**config.mk**
```make
export PLATFORM = sky130hd
export DESIGN_NAME = gql_pen
export DESIGN_NICKNAME = d
export VERILOG_FILES = /design/src/sv/gql_pkg.sv /design/src/sv/gql_pen.sv
export SDC_FILE = /design/constraint.sdc
export NUM_CORES = 1
export LEC_CHECK = 0
export BUFFER_PORTS_ARGS = -buffer_cell sky130_fd_sc_hd__buf_2
export CORE_ASPECT_RATIO = 1.75
export CORE_UTILIZATION = 44
export CTS_BUF_LIST = sky130_fd_sc_hd__clkbuf_4 sky130_fd_sc_hd__clkbuf_8
export DETAILED_ROUTE_END_ITERATION = 6
export PLACE_DENSITY = 0.8
export SYNTH_ARGS = -nofsm -noshare
export SYNTH_HDL_FRONTEND = slang
export SYNTH_SLANG_ARGS = --single-unit
```
**constraint.sdc**
```tcl
create_clock -name i_clk -period 7.7 [get_ports i_clk]
set_clock_uncertainty 0.15 [all_clocks]
set_input_delay 0.77 -clock i_clk [delete_from_list [all_inputs] [get_ports i_clk]]
set_output_delay 0.77 -clock i_clk [all_outputs]
set_load 0.02 [all_outputs]
```
**src/sv/gql_pkg.sv**
```systemverilog
package gql_pkg;

    localparam logic [1:0] MODE_LOAD  = 2'd0;
    localparam logic [1:0] MODE_START = 2'd1;
    localparam logic [1:0] MODE_PLACE = 2'd2;

    localparam int CFG_INDEX_W = 3;
    localparam int CFG_DATA_W  = 32;

    localparam logic [CFG_INDEX_W-1:0] CFG_SCALE     = 3'd0;
    localparam logic [CFG_INDEX_W-1:0] CFG_OUTLINE   = 3'd1;
    localparam logic [CFG_INDEX_W-1:0] CFG_COLOR     = 3'd2;
    localparam logic [CFG_INDEX_W-1:0] CFG_INV_WIDTH = 3'd3;
    localparam logic [CFG_INDEX_W-1:0] CFG_INV_HEIGHT = 3'd4;

    localparam logic [7:0] CHAR_TAB     = 8'd9;
    localparam logic [7:0] CHAR_NEWLINE = 8'd10;

    typedef struct packed {
        logic [1:0]         mode;
        logic [7:0]         char_code;
        logic signed [11:0] offset_x;
        logic signed [11:0] offset_y;
        logic [11:0]        glyph_width;
        logic [11:0]        glyph_height;
        logic signed [11:0] advance;
        logic [11:0]        atlas_x;
        logic [11:0]        atlas_y;
        logic signed [23:0] start_x;
        logic signed [23:0] start_y;
    } t_item;

    typedef struct packed {
        logic signed [23:0] vert_x;
        logic signed [23:0] vert_y;
        logic [15:0]        tex_u;
        logic [15:0]        tex_v;
        logic [15:0]        vert_outline;
        logic [31:0]        vert_color;
        logic               quad_last;
    } t_vert;

    typedef struct packed {
        logic [11:0]        glyph_height;
        logic [11:0]        glyph_width;
        logic signed [11:0] offset_y;
        logic signed [11:0] offset_x;
    } t_glyph_box;

    typedef struct packed {
        logic [11:0]        atlas_y;
        logic [11:0]        atlas_x;
        logic signed [11:0] advance;
    } t_glyph_place;

    typedef struct packed {
        logic [15:0] scale;
        logic [15:0] outline_thickness;
        logic [31:0] text_color;
        logic [23:0] inv_atlas_width;
        logic [23:0] inv_atlas_height;
    } t_cfg;

    typedef struct packed {
        logic [1:0]         mode;
        logic [7:0]         char_code;
        logic signed [23:0] start_x;
        logic signed [23:0] start_y;
    } t_ctrl;

    typedef struct packed {
        t_ctrl              ctrl;
        logic               visible;
        logic signed [28:0] p_offx;
        logic signed [28:0] p_offy;
        logic signed [28:0] p_adv;
        logic [27:0]        p_w;
        logic [27:0]        p_h;
        logic [35:0]        tu1;
        logic [36:0]        tu2;
        logic [35:0]        tv1;
        logic [36:0]        tv2;
    } t_prod;

    typedef struct packed {
        logic signed [23:0] x_a;
        logic signed [23:0] x_b;
        logic signed [23:0] y_a;
        logic signed [23:0] y_b;
        logic [15:0]        u1;
        logic [15:0]        u2;
        logic [15:0]        v1;
        logic [15:0]        v2;
    } t_quad;

endpackage

```
**src/sv/gql_pen.sv**
```systemverilog
module gql_pen (
    input  logic           i_clk,
    input  logic           i_rst_n,
    input  logic [15:0]    i_scale,
    input  logic           i_p_valid,
    input  gql_pkg::t_prod i_prod,
    input  logic           i_emit_free,
    output logic           o_p_free,
    output logic           o_quad_valid,
    output gql_pkg::t_quad o_quad
);
    import gql_pkg::*;

    localparam logic [1:0] IDX_AFTER_NEWLINE = 2'd1;

    function automatic logic signed [23:0] sat24(input logic signed [31:0] v);
        logic signed [23:0] r;
        if (v > 32'sd8388607) begin
            r = 24'sh7FFFFF;
        end else if (v < -32'sd8388608) begin
            r = 24'sh800000;
        end else begin
            r = v[23:0];
        end
        return r;
    endfunction

    function automatic logic [15:0] texc(input logic [37:0] p);
        logic [37:0] s;
        logic [15:0] r;
        s = p + 38'd128;
        r = (s[37:24] != '0) ? 16'hFFFF : s[23:8];
        return r;
    endfunction

    logic signed [23:0] r_pen_x;
    logic signed [23:0] r_pen_y;
    logic signed [23:0] r_line_x;
    logic [1:0]         r_idx;
    logic signed [23:0] n_pen_x;
    logic signed [23:0] n_pen_y;
    logic signed [23:0] n_line_x;
    logic [1:0]         n_idx;

    logic               emit;
    logic               go;
    logic [21:0]        sc28;
    logic [21:0]        sc38;
    logic [22:0]        tab_amt;
    logic [1:0]         idx_next;
    logic signed [23:0] pen_adv;
    logic signed [31:0] gx;
    logic signed [31:0] gx2;
    logic signed [31:0] gy;
    logic signed [31:0] gy2;

    assign sc28     = (22'(i_scale) << 5) - (22'(i_scale) << 2);
    assign sc38     = (22'(i_scale) << 5) + (22'(i_scale) << 2) + (22'(i_scale) << 1);
    assign idx_next = r_idx + 2'd1;

    always_comb begin
        unique case (idx_next)
            2'd0:    tab_amt = '0;
            2'd1:    tab_amt = 23'(sc28);
            2'd2:    tab_amt = 23'(sc28) << 1;
            default: tab_amt = 23'(sc28) + (23'(sc28) << 1);
        endcase
    end

    assign emit = i_p_valid && (i_prod.ctrl.mode == MODE_PLACE) &&
                  (i_prod.ctrl.char_code != CHAR_NEWLINE) &&
                  (i_prod.ctrl.char_code != CHAR_TAB) && i_prod.visible;
    assign go       = i_p_valid && (!emit || i_emit_free);
    assign o_p_free = !i_p_valid || go;

    assign pen_adv = sat24(32'(r_pen_x) + 32'(i_prod.p_adv));
    assign gx      = 32'(r_pen_x) + 32'(i_prod.p_offx);
    assign gx2     = gx + $signed(32'(i_prod.p_w));
    assign gy      = -32'(r_pen_y) - 32'(i_prod.p_offy);
    assign gy2     = gy - $signed(32'(i_prod.p_h));

    always_comb begin
        n_pen_x  = r_pen_x;
        n_pen_y  = r_pen_y;
        n_line_x = r_line_x;
        n_idx    = r_idx;
        if (i_prod.ctrl.mode == MODE_START) begin
            n_pen_x  = i_prod.ctrl.start_x;
            n_pen_y  = i_prod.ctrl.start_y;
            n_line_x = i_prod.ctrl.start_x;
            n_idx    = '0;
        end else if (i_prod.ctrl.mode == MODE_PLACE) begin
            if (i_prod.ctrl.char_code == CHAR_NEWLINE) begin
                n_pen_y = sat24(32'(r_pen_y) + $signed(32'(sc38)));
                n_pen_x = r_line_x;
                n_idx   = IDX_AFTER_NEWLINE;
            end else if (i_prod.ctrl.char_code == CHAR_TAB) begin
                n_pen_x = sat24(32'(pen_adv) + $signed(32'(tab_amt)));
                n_idx   = idx_next;
            end else begin
                n_pen_x = pen_adv;
                n_idx   = idx_next;
            end
        end
    end

    always_ff @(posedge i_clk) begin
        if (!i_rst_n) begin
            r_pen_x  <= '0;
            r_pen_y  <= '0;
            r_line_x <= '0;
            r_idx    <= '0;
        end else if (go) begin
            r_pen_x  <= n_pen_x;
            r_pen_y  <= n_pen_y;
            r_line_x <= n_line_x;
            r_idx    <= n_idx;
        end
    end

    assign o_quad_valid = go && emit;
    assign o_quad.x_a   = sat24(gx);
    assign o_quad.x_b   = sat24(gx2);
    assign o_quad.y_a   = sat24(gy);
    assign o_quad.y_b   = sat24(gy2);
    assign o_quad.u1    = texc(38'(i_prod.tu1));
    assign o_quad.u2    = texc(38'(i_prod.tu2));
    assign o_quad.v1    = texc(38'(i_prod.tv1));
    assign o_quad.v2    = texc(38'(i_prod.tv2));
endmodule

```
==> key figures <==
Worst setup path
  – Cell type of the slowest stage on the worst timing path: sky130_fd_sc_hd__fa_1
  – Reg2Reg Setup Slack: 0.63 ns
  – Delay-heaviest family, CP: compound AO/OA/AOI/OAI gates
  – Data required time at the worst endpoint: 6.78 ns
  – Endpoint class of the critical path: primary output
  – Data arrival time of the worst path: 6.49 ns
  – Number of buffer and inverter instances along the worst setup path: 4
  – Worst setup path category: primary input to primary output
  – End of the worst register-to-register path: r_pen_x[9]
  – Worst reg2reg path depth: 28
  – Worst flop-to-flop path startpoint: r_pen_x[0]
  – Most common cell type on the critical path: sky130_fd_sc_hd__a21o_1
  – Delay of the slowest cell on the worst path: 0.42 ns
  – CP Launch Type: primary input
  – Top fanout value on the critical path: 23

Placed design
  – Cell total after placement: 3921
  – Routability Congestion: 0.985
  – Count of buffers from port buffering: 501
  – Dpl hpwl: 60300 um

Synth
  – Synthesized netlist cell count: 2798
  – Syn nets: 3464
  – Flip-flop and latch count after synthesis: 74
  – Synth Area per Inst: 7.02 sq um
  – Warnings, synthesis: 0
  – Sequential fraction of the synthesis area: 0.0754
  – Cell variety after synth: 88
  – Dominant register cell in the synthesized netlist: sky130_fd_sc_hd__dfxtp_1
  – Post-Syn Area: 19600 sq um
  – Post-synthesis async set-or-reset flop share: 0
  – Number of enable flip-flop cells after synthesis: 0

Power and ir drop
  – Proportion of power drawn by flip-flops and latches: 0.092
  – Switching portion of total power: 0.527
  – Power after layout: 0.00463 W
  – Power dissipated by switching net loads: 0.00244 W
  – Maximum vdd ir drop: 210 uV
  – Cell internal power dissipation: 0.00219 W
  – Leakage power summed over all cells: 11.4 nW
  – Power share of the combinational group: 0.829
  – Power density cells: 194 nW/um^2
  – Share of power burned in the clock network: 0.079

STA
  – Relative slew slack: 0.170
  – Worst-Margin Slew: 1.24 ns
  – Final Max Tran Viols: 0
  – Fmax: 0.135 GHz
  – Final hold violation count: 0
  – Fraction of the cycle the final worst path needs: 0.963
  – Setup repair after global routing missed its margin: yes
  – # setup viols final: 0
  – Final min period: 7.41 ns

Routing
  – 1st-iter DRT viols: 1453
  – Via count: 23300
  – Post-detailed-routing wire length: 72400 um
  – WL per Instance: 18.3 um
  – Drt drc: 0
  – Detailed-router iteration count before antenna repair: 6
  – Count of nets left with antenna violations after detail routing: 0
  – Vias per std cell: 5.89

Cells and area
  – Share of cells above drive strength 1: 0.216
  – Filler Cell Count: 4350
  – Number of standard cells in the final layout excluding fillers: 3952
  – Most frequent cells in the layout: sky130_fd_sc_hd__buf_2, sky130_fd_sc_hd__nand2_1, sky130_fd_sc_hd__ha_1, sky130_fd_sc_hd__inv_1, sky130_fd_sc_hd__a21oi_1
  – Leading cell type in the layout, fill and taps excluded: sky130_fd_sc_hd__buf_2
  – Total number of nets in the final design: 4026
  – Area growth from synthesis to layout: 21.8%

Status
  – Result of the run: finished, final reports clean

Hold path
  – Hold path startpoint: r_line_x[13]
  – Terminating pin of the worst hold path: r_line_x[13]
  – Min-Delay Path Depth: 2
  – Path type of the worst min-delay path: register to register

Global routing
  – Met1 layer usage reported by global route: 0.318
  – Initial antenna violation count: 21
  – Total overflow reported by the global router: 0
  – Number of global-route vias before repair: 22100
  – Overall track demand over capacity in global routing: 0.309
  – Largest net degree at the start of global routing: 58
  – Global-route wire length before repair: 111000 um
  – Met2 track utilization from global routing: 0.548
  – Most used routing layer in global routing: met2
  – Met3 capacity usage during global routing: 0.0622

Die
  – Number of placement rows: 102
  – Effective utilization at floorplan: 0.445
  – Die X: 162 um
  – Core Footprint: 44200 sq um
  – Die height: 281 um
  – Boundary Pins: 530
  – Die footprint: 45500 sq um

Clock network
  – Source-to-sink clock delay at the later pin of the worst-skew pair: 0.42 ns
  – Clock tree from TritonCTS: built
  – Worst-path clk slew: 0.07 ns
  – Clock H-tree levels: 3
  – Clock sinks: 74
  – # Post-CTS Setup Buffers: 0
  – Number of buffers created by CTS: 9
  – Clock buffer depth: 2
  – Root cell of the clock tree: sky130_fd_sc_hd__clkbuf_8

Run
  – Number of maximum-capacitance violations: 0
-- cell usage after synthesis, types with 57 or more instances --
| cell | number | area (sq um) |
|---|---|---|
| sky130_fd_sc_hd__nor2_1 | 132 | 495 |
| sky130_fd_sc_hd__ha_1 | 277 | 3470 |
| sky130_fd_sc_hd__inv_1 | 243 | 912 |
| sky130_fd_sc_hd__o21ai_0 | 200 | 1000 |
| sky130_fd_sc_hd__a21oi_1 | 229 | 1150 |
| sky130_fd_sc_hd__dfxtp_1 | 74 | 1480 |
| sky130_fd_sc_hd__nand3_1 | 83 | 415 |
| sky130_fd_sc_hd__xor2_1 | 104 | 911 |
| sky130_fd_sc_hd__nand2_1 | 294 | 1100 |
| sky130_fd_sc_hd__clkbuf_1 | 70 | 263 |
| sky130_fd_sc_hd__a21o_1 | 109 | 818 |
| sky130_fd_sc_hd__xnor2_1 | 155 | 1360 |
| sky130_fd_sc_hd__nor3_1 | 57 | 285 |
-- cell type report --
type                            instances  area (sq um)  area share
Sequential cell                        74          1480      0.0619
Inverter                              243           912      0.0381
Multi-Input combinational cell       2394         17000       0.710
Clock buffer                            9           124     0.00518
Antenna cell                           15          37.5     0.00157
Clock inverter                          7           101     0.00424
Timing Repair Buffer                  638          3570       0.149
Tap cell                              572           716      0.0299
-- registers in the layout, indices dropped and copies added (netlist names) --
name	flops
r_line_x	24
r_pen_x	24
r_pen_y	24
r_idx	2
-- cells by family after synthesis --
kind of cell / Yosys count / share of synthesized area
AO/OA/AOI/OAI: 997 / 0.335
XOR/XNOR: 259 / 0.115
adder cells (fa/ha/maj): 298 / 0.198
buffers and inverters: 330 / 0.0648
flip-flops: 74 / 0.0754
multiplexers: 8 / 0.00433
AND/OR/NAND/NOR: 832 / 0.207
-- metal layers --
layer,part of all wire,up-vias
met3,0.069,260
met4,0.074,6
li1,-,11400
met1,0.37,10800
met5,0.00051,-
met2,0.48,908
-- through the flow --
step	hold WS, ns	TNS, ns	util	area, sq um	setup WS, ns
floorplan	0.288	0	-	19600	0.826
global placement	0.298	0	0.535	23600	0.231
detailed placement	0.306	0	0.535	23600	0.175
CTS	0.317	0	0.540	23800	0.168
global route	0.335	-0.0459	0.542	23900	-0.0338
finish	0.314	0	0.542	23900	0.286
-- worst min-delay path, delay by kind of cell (launching register included) --
kind,cells,cell delay [ns]
simple gates,1,0.04
compound gates,1,0.06
flops,1,0.31
-- repair_timing --
| item | CTS | global route |
|---|---|---|
| gates resized for setup | 0 | 8 |
| setup endpoints to repair | 0 | 46 |
| hold buffers | 0 | 0 |
-- power groups by stage --
| stage | clock network, W | logic (W) | registers [W] |
|---|---|---|---|
| floorplan | 0 | 0.00264 | 0.000426 |
| global placement | 0 | 0.00369 | 0.000435 |
| detailed placement | 0 | 0.00372 | 0.000435 |
| CTS | 0.000370 | 0.00375 | 0.000426 |
| global route | 0.000382 | 0.00419 | 0.000429 |
| finish | 0.000365 | 0.00384 | 0.000428 |
-- worst max path at each step --
stage / startpoint / to / slack [ns] / cells after the start
finish: i_prod[260] / o_quad[116] / 0.29 / 27
global route: i_prod[232] / o_quad[67] / -0.03 / 26
floorplan: i_prod[232] / o_quad[79] / 0.83 / 24
CTS: i_prod[260] / o_quad[116] / 0.17 / 26
global placement: i_prod[260] / o_quad[116] / 0.23 / 26
detailed placement: i_prod[260] / o_quad[116] / 0.17 / 26
No activity file was read; power rests on OpenSTA's default activity.
