`config.mk`:
```
export PLATFORM = sky130hd
export DESIGN_NAME = gql_emit
export DESIGN_NICKNAME = d
export VERILOG_FILES = /design/src/sv/gql_pkg.sv /design/src/sv/gql_emit.sv
export SDC_FILE = /design/constraint.sdc
export NUM_CORES = 1
export LEC_CHECK = 0
export BUFFER_PORTS_ARGS = -buffer_cell sky130_fd_sc_hd__buf_4
export CORE_AREA = 2 2 156 158
export DETAILED_ROUTE_END_ITERATION = 10
export DIE_AREA = 0 0 158 160
export HOLD_SLACK_MARGIN = 0.06
export PLACE_DENSITY = 0.62
export SLEW_MARGIN = 20
export SYNTH_ARGS = -nofsm -noshare
export SYNTH_HDL_FRONTEND = slang
export SYNTH_SLANG_ARGS = --single-unit
```
`constraint.sdc`:
```
create_clock -name i_clk -period 1.49 [get_ports i_clk]
set_input_delay 0.298 -clock i_clk [delete_from_list [all_inputs] [get_ports i_clk]]
set_output_delay 0.298 -clock i_clk [all_outputs]
set_load 0.01 [all_outputs]
```
`src/sv/gql_pkg.sv`:
```
package gql_pkg;

    localparam logic [1:0] MODE_LOAD  = 2'd0;
    localparam logic [1:0] MODE_START = 2'd1;
    localparam logic [1:0] MODE_PLACE = 2'd2;

    localparam int CFG_INDEX_W = 3;
    localparam int CFG_DATA_W  = 32;

    localparam logic [CFG_INDEX_W-1:0] CFG_SCALE     = 3'd0;
    localparam logic [CFG_INDEX_W-1:0] CFG_OUTLINE   = 3'd1;
    localparam logic [CFG_INDEX_W-1:0] CFG_COLOR     = 3'd2;
    localparam logic [CFG_INDEX_W-1:0] CFG_INV_WIDTH = 3'd3;
    localparam logic [CFG_INDEX_W-1:0] CFG_INV_HEIGHT = 3'd4;

    localparam logic [7:0] CHAR_TAB     = 8'd9;
    localparam logic [7:0] CHAR_NEWLINE = 8'd10;

    typedef struct packed {
        logic [1:0]         mode;
        logic [7:0]         char_code;
        logic signed [11:0] offset_x;
        logic signed [11:0] offset_y;
        logic [11:0]        glyph_width;
        logic [11:0]        glyph_height;
        logic signed [11:0] advance;
        logic [11:0]        atlas_x;
        logic [11:0]        atlas_y;
        logic signed [23:0] start_x;
        logic signed [23:0] start_y;
    } t_item;

    typedef struct packed {
        logic signed [23:0] vert_x;
        logic signed [23:0] vert_y;
        logic [15:0]        tex_u;
        logic [15:0]        tex_v;
        logic [15:0]        vert_outline;
        logic [31:0]        vert_color;
        logic               quad_last;
    } t_vert;

    typedef struct packed {
        logic [11:0]        glyph_height;
        logic [11:0]        glyph_width;
        logic signed [11:0] offset_y;
        logic signed [11:0] offset_x;
    } t_glyph_box;

    typedef struct packed {
        logic [11:0]        atlas_y;
        logic [11:0]        atlas_x;
        logic signed [11:0] advance;
    } t_glyph_place;

    typedef struct packed {
        logic [15:0] scale;
        logic [15:0] outline_thickness;
        logic [31:0] text_color;
        logic [23:0] inv_atlas_width;
        logic [23:0] inv_atlas_height;
    } t_cfg;

    typedef struct packed {
        logic [1:0]         mode;
        logic [7:0]         char_code;
        logic signed [23:0] start_x;
        logic signed [23:0] start_y;
    } t_ctrl;

    typedef struct packed {
        t_ctrl              ctrl;
        logic               visible;
        logic signed [28:0] p_offx;
        logic signed [28:0] p_offy;
        logic signed [28:0] p_adv;
        logic [27:0]        p_w;
        logic [27:0]        p_h;
        logic [35:0]        tu1;
        logic [36:0]        tu2;
        logic [35:0]        tv1;
        logic [36:0]        tv2;
    } t_prod;

    typedef struct packed {
        logic signed [23:0] x_a;
        logic signed [23:0] x_b;
        logic signed [23:0] y_a;
        logic signed [23:0] y_b;
        logic [15:0]        u1;
        logic [15:0]        u2;
        logic [15:0]        v1;
        logic [15:0]        v2;
    } t_quad;

endpackage

```
`src/sv/gql_emit.sv`:
```
module gql_emit (
    input  logic           i_clk,
    input  logic           i_rst_n,
    input  gql_pkg::t_cfg  i_cfg,
    input  logic           i_quad_valid,
    input  gql_pkg::t_quad i_quad,
    output logic           o_free,
    output logic           o_valid,
    input  logic           i_ready,
    output gql_pkg::t_vert o_vert
);
    import gql_pkg::*;

    localparam logic [1:0] VTX_FIRST = 2'd0;
    localparam logic [1:0] VTX_LAST  = 2'd3;

    logic       r_valid;
    logic [1:0] r_vtx;
    t_quad      r_quad;

    assign o_free = !r_valid || (i_ready && (r_vtx == VTX_LAST));

    always_ff @(posedge i_clk) begin
        if (!i_rst_n) begin
            r_valid <= 1'b0;
            r_vtx   <= VTX_FIRST;
        end else if (i_quad_valid) begin
            r_valid <= 1'b1;
            r_vtx   <= VTX_FIRST;
        end else if (r_valid && i_ready) begin
            if (r_vtx == VTX_LAST) begin
                r_valid <= 1'b0;
            end
            r_vtx <= r_vtx + 2'd1;
        end
    end

    always_ff @(posedge i_clk) begin
        if (i_quad_valid) begin
            r_quad <= i_quad;
        end
    end

    // Corners go top left, bottom left, bottom right, top right.
    always_comb begin
        o_vert.vert_outline = i_cfg.outline_thickness;
        o_vert.vert_color   = i_cfg.text_color;
        o_vert.quad_last    = (r_vtx == VTX_LAST);
        unique case (r_vtx)
            2'd0: begin
                o_vert.vert_x = r_quad.x_a;
                o_vert.vert_y = r_quad.y_a;
                o_vert.tex_u  = r_quad.u1;
                o_vert.tex_v  = r_quad.v1;
            end
            2'd1: begin
                o_vert.vert_x = r_quad.x_a;
                o_vert.vert_y = r_quad.y_b;
                o_vert.tex_u  = r_quad.u1;
                o_vert.tex_v  = r_quad.v2;
            end
            2'd2: begin
                o_vert.vert_x = r_quad.x_b;
                o_vert.vert_y = r_quad.y_b;
                o_vert.tex_u  = r_quad.u2;
                o_vert.tex_v  = r_quad.v2;
            end
            default: begin
                o_vert.vert_x = r_quad.x_b;
                o_vert.vert_y = r_quad.y_a;
                o_vert.tex_u  = r_quad.u2;
                o_vert.tex_v  = r_quad.v1;
            end
        endcase
    end

    assign o_valid = r_valid;
endmodule

```
==> results.json, run 1 <==
{
  "hold_path_class": "in -> reg",
  "clk_pin_slew_worst_paths_ns": 0.07,
  "setup_viol": 82,
  "diodes": 0,
  "numCtsBuffers": 17,
  "power.density_nw_per_um2": 1070,
  "r2r_slack_ns": 0.50,
  "syn_nets": 609,
  "most-common-layout-cells": "172 x buf_4, 160 x edfxtp_1, 159 x dlygate4sd3_1",
  "first_global_vias": 4900,
  "syn_inst": 329,
  "wire_per_inst_um": 18.8,
  "yosysWarningCount": 0,
  "design.core.area_sq_um": 23800,
  "final_common_cell": "buf_4",
  "gp_congestion": 0.710,
  "timing.fmax_mhz": 462,
  "synth.yosys.seq_area_share_pct": 78.0,
  "dp_cells": 846,
  "relSlewSlack_pct": 82.6,
  "final-instance-count-excl-fill": 1047,
  "min_period_ns": 2.16,
  "die_y_um": 160,
  "reg2reg_from": "r_vtx[0]",
  "hold_depth": 1,
  "num_vias": 4454,
  "grt-ovfl-total": 0,
  "clk_latency_ns": 0.41,
  "power.internal_w": 0.00909,
  "min_to": "r_quad[22]",
  "r2r_end": "o_valid",
  "hold_viol": 0,
  "cts_tree": "yes",
  "grt_pass1_wl_um": 26900,
  "io_buffers": 246,
  "hold-worst-slack_ns": 0.0894,
  "p_leak_nw": 4.47,
  "crit_type": "reg -> out",
  "start_util_pct": 26.2,
  "min_period_over_period_pct": 145,
  "swShare_pct": 22.7,
  "endpoint_kind": "output pin",
  "pwr-share-clk_pct": 37.9,
  "clockBufferDepth": 2,
  "crit_path_start_kind": "flip-flop",
  "clkSinkCount": 163,
  "switching_power_w": 0.00267,
  "path_max_fanout": 10,
  "syn_avg_cell_area_sq_um": 19.0,
  "max-vdd-ir-drop_v": 0.000694,
  "clock-root-buffer": "clkbuf_16",
  "route.detailed.drc": 0,
  "dieArea_sq_um": 25300,
  "syn2layout_area_growth_pct": 75.9,
  "fin_ws_ns": -0.675,
  "place_hpwl_um": 10800,
  "status": "finished, violations left",
  "hp-start": "i_quad[22]",
  "drive_gt1_share_pct": 43.6,
  "final-max-slew-violation-count": 0,
  "max_stage_delay_ns": 0.39,
  "routed_wl_um": 19700,
  "htree_levels": 4,
  "violations": "setup timing",
  "num-nets-final": 990,
  "antenna_found_initial": 0,
  "cp.required_ns": 1.19,
  "pre_cts_ws_ns": -0.304,
  "power_frac_comb_pct": 14.9,
  "cap_violations": 0,
  "n_fill_cell": 2053,
  "r2r_cells": 4,
  "grt_start_max_net_pins": 42,
  "synth.cell_area_sq_um": 6240,
  "synth_cell_type_count": 17,
  "worstPathCellList": "inv_4 -> ha_4 -> o21ba_4 -> clkbuf_16 -> a22o_1 -> buf_6",
  "fp-row-count": 57,
  "final_core_util_pct": 46.0,
  "crit_path_top_delay_cell": "dfxtp_4",
  "ys_ff_latch": 163,
  "cp_data_arrival_time_ns": 1.87,
  "first_pass_iters": 4,
  "ios": 407,
  "power.share.sequential_pct": 47.2,
  "vias_per_cell": 4.25,
  "rsz0062_at_grt": "true",
  "track_usage_pct": 14.3,
  "max_slew.worst_pin.slew_ns": 0.262,
  "die_x_um": 158,
  "first_iter_violations": 201,
  "worst_clock_skew_ns": 0.00627,
  "drtAntennaViolNets": 0
}
==> layer usage <==
| metal | GRT usage, % | wire, um | vias to the layer above |
|---|---|---|---|
| met5 | 0 | 0 | - |
| met4 | 7.90 | 840 | 0 |
| met3 | 3.74 | 1250 | 68 |
| met2 | 25.6 | 10500 | 212 |
| met1 | 15.1 | 7090 | 2141 |
| li1 | - | - | 2033 |
==> cell type report <==
cell class	instances	area (sq um)	area share, %
well taps	324	405	3.70
repair buffers	428	4150	37.8
flip-flops and latches	163	4870	44.4
multi-input cells	97	927	8.45
clock inverters	14	171	1.56
inverters	3	16.3	0.148
clock buffers	18	429	3.91
==> worst max-delay path by stage <==
stage / startpoint / end / slack (ns) / cells after the start
after global routing: r_vtx[0] / o_vert[100] / -0.74 / 6
final: r_vtx[1] / o_vert[74] / -0.67 / 6
after CTS: r_vtx[0] / o_vert[65] / -0.71 / 6
after global placement: r_vtx[1] / o_vert[65] / -0.29 / 6
after floorplan: r_vtx[0] / o_vert[100] / -0.05 / 6
after detailed placement: r_vtx[1] / o_vert[65] / -0.30 / 6
==> registers in the layout, summed over array words and instances, names as in the netlist <==
| register | count |
|---|---|
| o_valid | 1 |
| r_quad | 160 |
| r_vtx | 2 |
==> critical path, delay by kind of cell (launching register included) <==
kind / cells / cell delay [ns]
AO/OA/AOI/OAI: 2 / 0.52
adder cells (fa/ha/maj): 1 / 0.16
buffers and inverters: 3 / 0.38
flip-flops: 1 / 0.39
==> cell usage after synthesis <==
cell type	instances	area, sq um
nand2b_1	1	6.26
a21boi_0	1	7.51
buf_2	8	40.0
nand3_1	1	5.00
o21a_1	1	7.51
nand3b_1	1	7.51
inv_1	3	11.3
a22o_1	80	701
a21oi_1	2	10.0
a21bo_2	2	20.0
edfxtp_1	160	4800
buf_6	10	113
or2_1	2	12.5
o21ba_2	2	20.0
dfxtp_1	3	60.1
ha_1	4	50.1
buf_4	48	360
==> power groups by stage <==
stage	registers, W	logic [W]	clock network, W
floorplan	0.00560	0.000493	0
global placement	0.00561	0.00116	0
detailed placement	0.00563	0.00117	0
CTS	0.00553	0.00159	0.00458
global route	0.00557	0.00184	0.00474
finish	0.00554	0.00175	0.00446
==> cell families (layout without fill, tap and decap cells) <==
group                    count (synthesis)  after routing  share of synthesized area, %
buffers and inverters                   69            463                          8.41
AND/OR/NAND/NOR                          5              5                         0.502
AO/OA/AOI/OAI                           88             88                          12.3
adder cells (fa/ha/maj)                  4              4                         0.803
flip-flops                             163            163                          78.0
==> what timing repair did <==
action,in CTS,in global routing
hold buffers,159,0
cloned,3,7
hold endpoints to repair,159,0
pin swaps,5,15
resized for setup,34,64
endpoints found under the setup margin,82,82
setup buffers,1,0
==> stage by stage <==
stage / instance area [sq um] / total power (W) / setup TNS (ns)
2_1_floorplan: 6260 / 0.00609 / -2.76
3_3_place_gp: 8170 / 0.00677 / -18.97
3_5_place_dp: 8170 / 0.00681 / -20.37
4_1_cts: 10600 / 0.0117 / -53.40
5_1_grt: 11000 / 0.0122 / -57.15
6_report: 11000 / 0.0118 / -52.36
(Power assumes the default switching activity.)
==> run 2, diff against run 1 <==
- CORE_AREA: 2 2 156 158 -> 2 2 159 161
- CTS_BUF_LIST: default -> sky130_fd_sc_hd__clkbuf_4
- DIE_AREA: 0 0 158 160 -> 0 0 161 163
- PLACE_DENSITY: 0.62 -> 0.58
- clock period: 1.49 -> 2.4 ns (I/O delays scaled with it)
==> run 2 against run 1 <==
  * The flow still finishes with violations (setup timing)
  * Die area increased by 3.8%
  * Routed wire length up 8.4%
  * Non-clock buffer count fell by 1
  * Clock skew is 0.0060 ns lower
  * Combinational power fell by 38%
  * Clock power is 61% lower
  * Critical path type unchanged
  * Largest power group unchanged
==> results.json, run 2 (synthesis gave the netlist of run 1 again) <==
{
  "wire_per_inst_um": 20.1,
  "start_util_pct": 25.3,
  "dp_cells": 850,
  "max-vdd-ir-drop_v": 0.000304,
  "cp.required_ns": 1.92,
  "crit_path_start_kind": "flip-flop",
  "gp_congestion": 0.719,
  "hold-worst-slack_ns": 0.131,
  "n_fill_cell": 2207,
  "route.detailed.drc": 0,
  "drtAntennaViolNets": 0,
  "max_slew.worst_pin.slew_ns": 0.478,
  "track_usage_pct": 14.9,
  "num_vias": 4553,
  "cts_tree": "yes",
  "cp_data_arrival_time_ns": 2.09,
  "dieArea_sq_um": 26200,
  "die_y_um": 163,
  "grt_pass1_wl_um": 28700,
  "final_common_cell": "buf_4",
  "endpoint_kind": "output pin",
  "fp-row-count": 58,
  "rsz0062_at_grt": "true",
  "hold_path_class": "in -> reg",
  "ios": 407,
  "clock-root-buffer": "clkbuf_4",
  "design.core.area_sq_um": 24700,
  "grt-ovfl-total": 0,
  "largest_reg_flops": 160,
  "clk_latency_ns": 0.52,
  "antenna_found_initial": 1,
  "setup-tns-final_ns": -8.51,
  "first_pass_iters": 4,
  "p_total_w": 0.00626,
  "first_global_vias": 4991,
  "path_max_fanout": 5,
  "min_period_over_period_pct": 107,
  "syn2layout_area_growth_pct": 72.7,
  "timing.fmax_mhz": 389,
  "worst_clock_skew_ns": 0.000233,
  "fin_ws_ns": -0.171,
  "routed_wl_um": 21300,
  "drive_gt1_share_pct": 45.1,
  "first_iter_violations": 225,
  "num-nets-final": 996,
  "die_x_um": 161,
  "min_period_ns": 2.57,
  "hold_viol": 0,
  "relSlewSlack_pct": 68.1,
  "final-max-slew-violation-count": 0,
  "p_leak_nw": 4.38,
  "final-instance-count-excl-fill": 1060,
  "power.density_nw_per_um2": 582,
  "largest_register": "r_quad",
  "most-common-layout-cells": "176 x buf_4, 160 x edfxtp_1, 152 x dlygate4sd3_1",
  "crit_type": "reg -> out",
  "cap_violations": 0,
  "clk_pin_slew_worst_paths_ns": 0.13,
  "grt_start_max_net_pins": 49,
  "numCtsBuffers": 17,
  "clockBufferDepth": 2,
  "setup_viol": 80,
  "status": "finished, violations left",
  "htree_levels": 4,
  "violations": "setup timing",
  "clkSinkCount": 163,
  "vias_per_cell": 4.30,
  "io_buffers": 246,
  "place_hpwl_um": 11700,
  "final_core_util_pct": 43.6
}
==> run 2: cell types whose count changed in the layout (fill, tap and decap cells not counted), sizes merged <==
cell,previous run,this run
clkinv,5,4
clkinvlp,1,0
diode,0,1
buf,264,272
inv,9,12
o21ba,2,9
dlygate4sd3,159,152
clkbuf,23,20
==> run 2: routing by layer <==
layer  routed length [um]  vias up  track usage, %  part of all wire [%]
met5                    0        -               0                     0
met4                 1010        0            9.54                   4.7
met3                 1430       66            4.43                   6.7
met2                11600      205            27.2                    54
met1                 7300     2220            14.8                    34
li1                     -     2062               -                     -
==> run 2: through the flow <==
step	worst slack, ns	instance area [sq um]
5_1_grt	-0.269	10800
3_3_place_gp	0.0635	8120
3_5_place_dp	0.0327	8120
4_1_cts	-0.258	10200
2_1_floorplan	0.625	6240
6_report	-0.171	10800
==> run 2: cell type report <==
class / count / area [sq um] / share of cell area (%)
diodes: 1 / 2.50 / 0.0232
clock buffers: 17 / 128 / 1.19
clock inverters: 15 / 170 / 1.58
inverters: 3 / 11.3 / 0.105
multi-input cells: 104 / 1050 / 9.72
flip-flops and latches: 163 / 4870 / 45.3
well taps: 330 / 413 / 3.83
repair buffers: 427 / 4120 / 38.3
==> run 2: power breakdown <==
part,total [W],switching [W],internal (W)
Clock,0.00175,0.00110,0.000656
Combinational,0.00108,0.000385,0.000693
Sequential,0.00343,0.0000668,0.00337
==> run 2: timing repair <==
item,4_1_cts,5_1_grt
gates resized for setup,36,86
hold buffers,145,7
pin swaps,3,20
buffers inserted,4,7
gates cloned,8,8
endpoints found under the setup margin,80,80
hold endpoints to repair,145,7
==> run 2: path summary, 6_finish.rpt <==
path	start	end	slack (ns)	cells after the start
min	i_quad[84]	r_quad[84]	0.13	1
max	r_vtx[0]	o_vert[98]	-0.17	7
min reg2reg	o_valid	r_vtx[1]	0.57	2
max reg2reg	r_vtx[0]	o_valid	1.21	5
==> run 2: worst max-delay path, stage by stage, from the launching register on <==
cell	delay (ns)
dfxtp_4	0.40
ha_4	0.16
buf_6	0.11
or2_4	0.29
buf_6	0.15
buf_16	0.14
a22o_1	0.20
buf_6	0.12
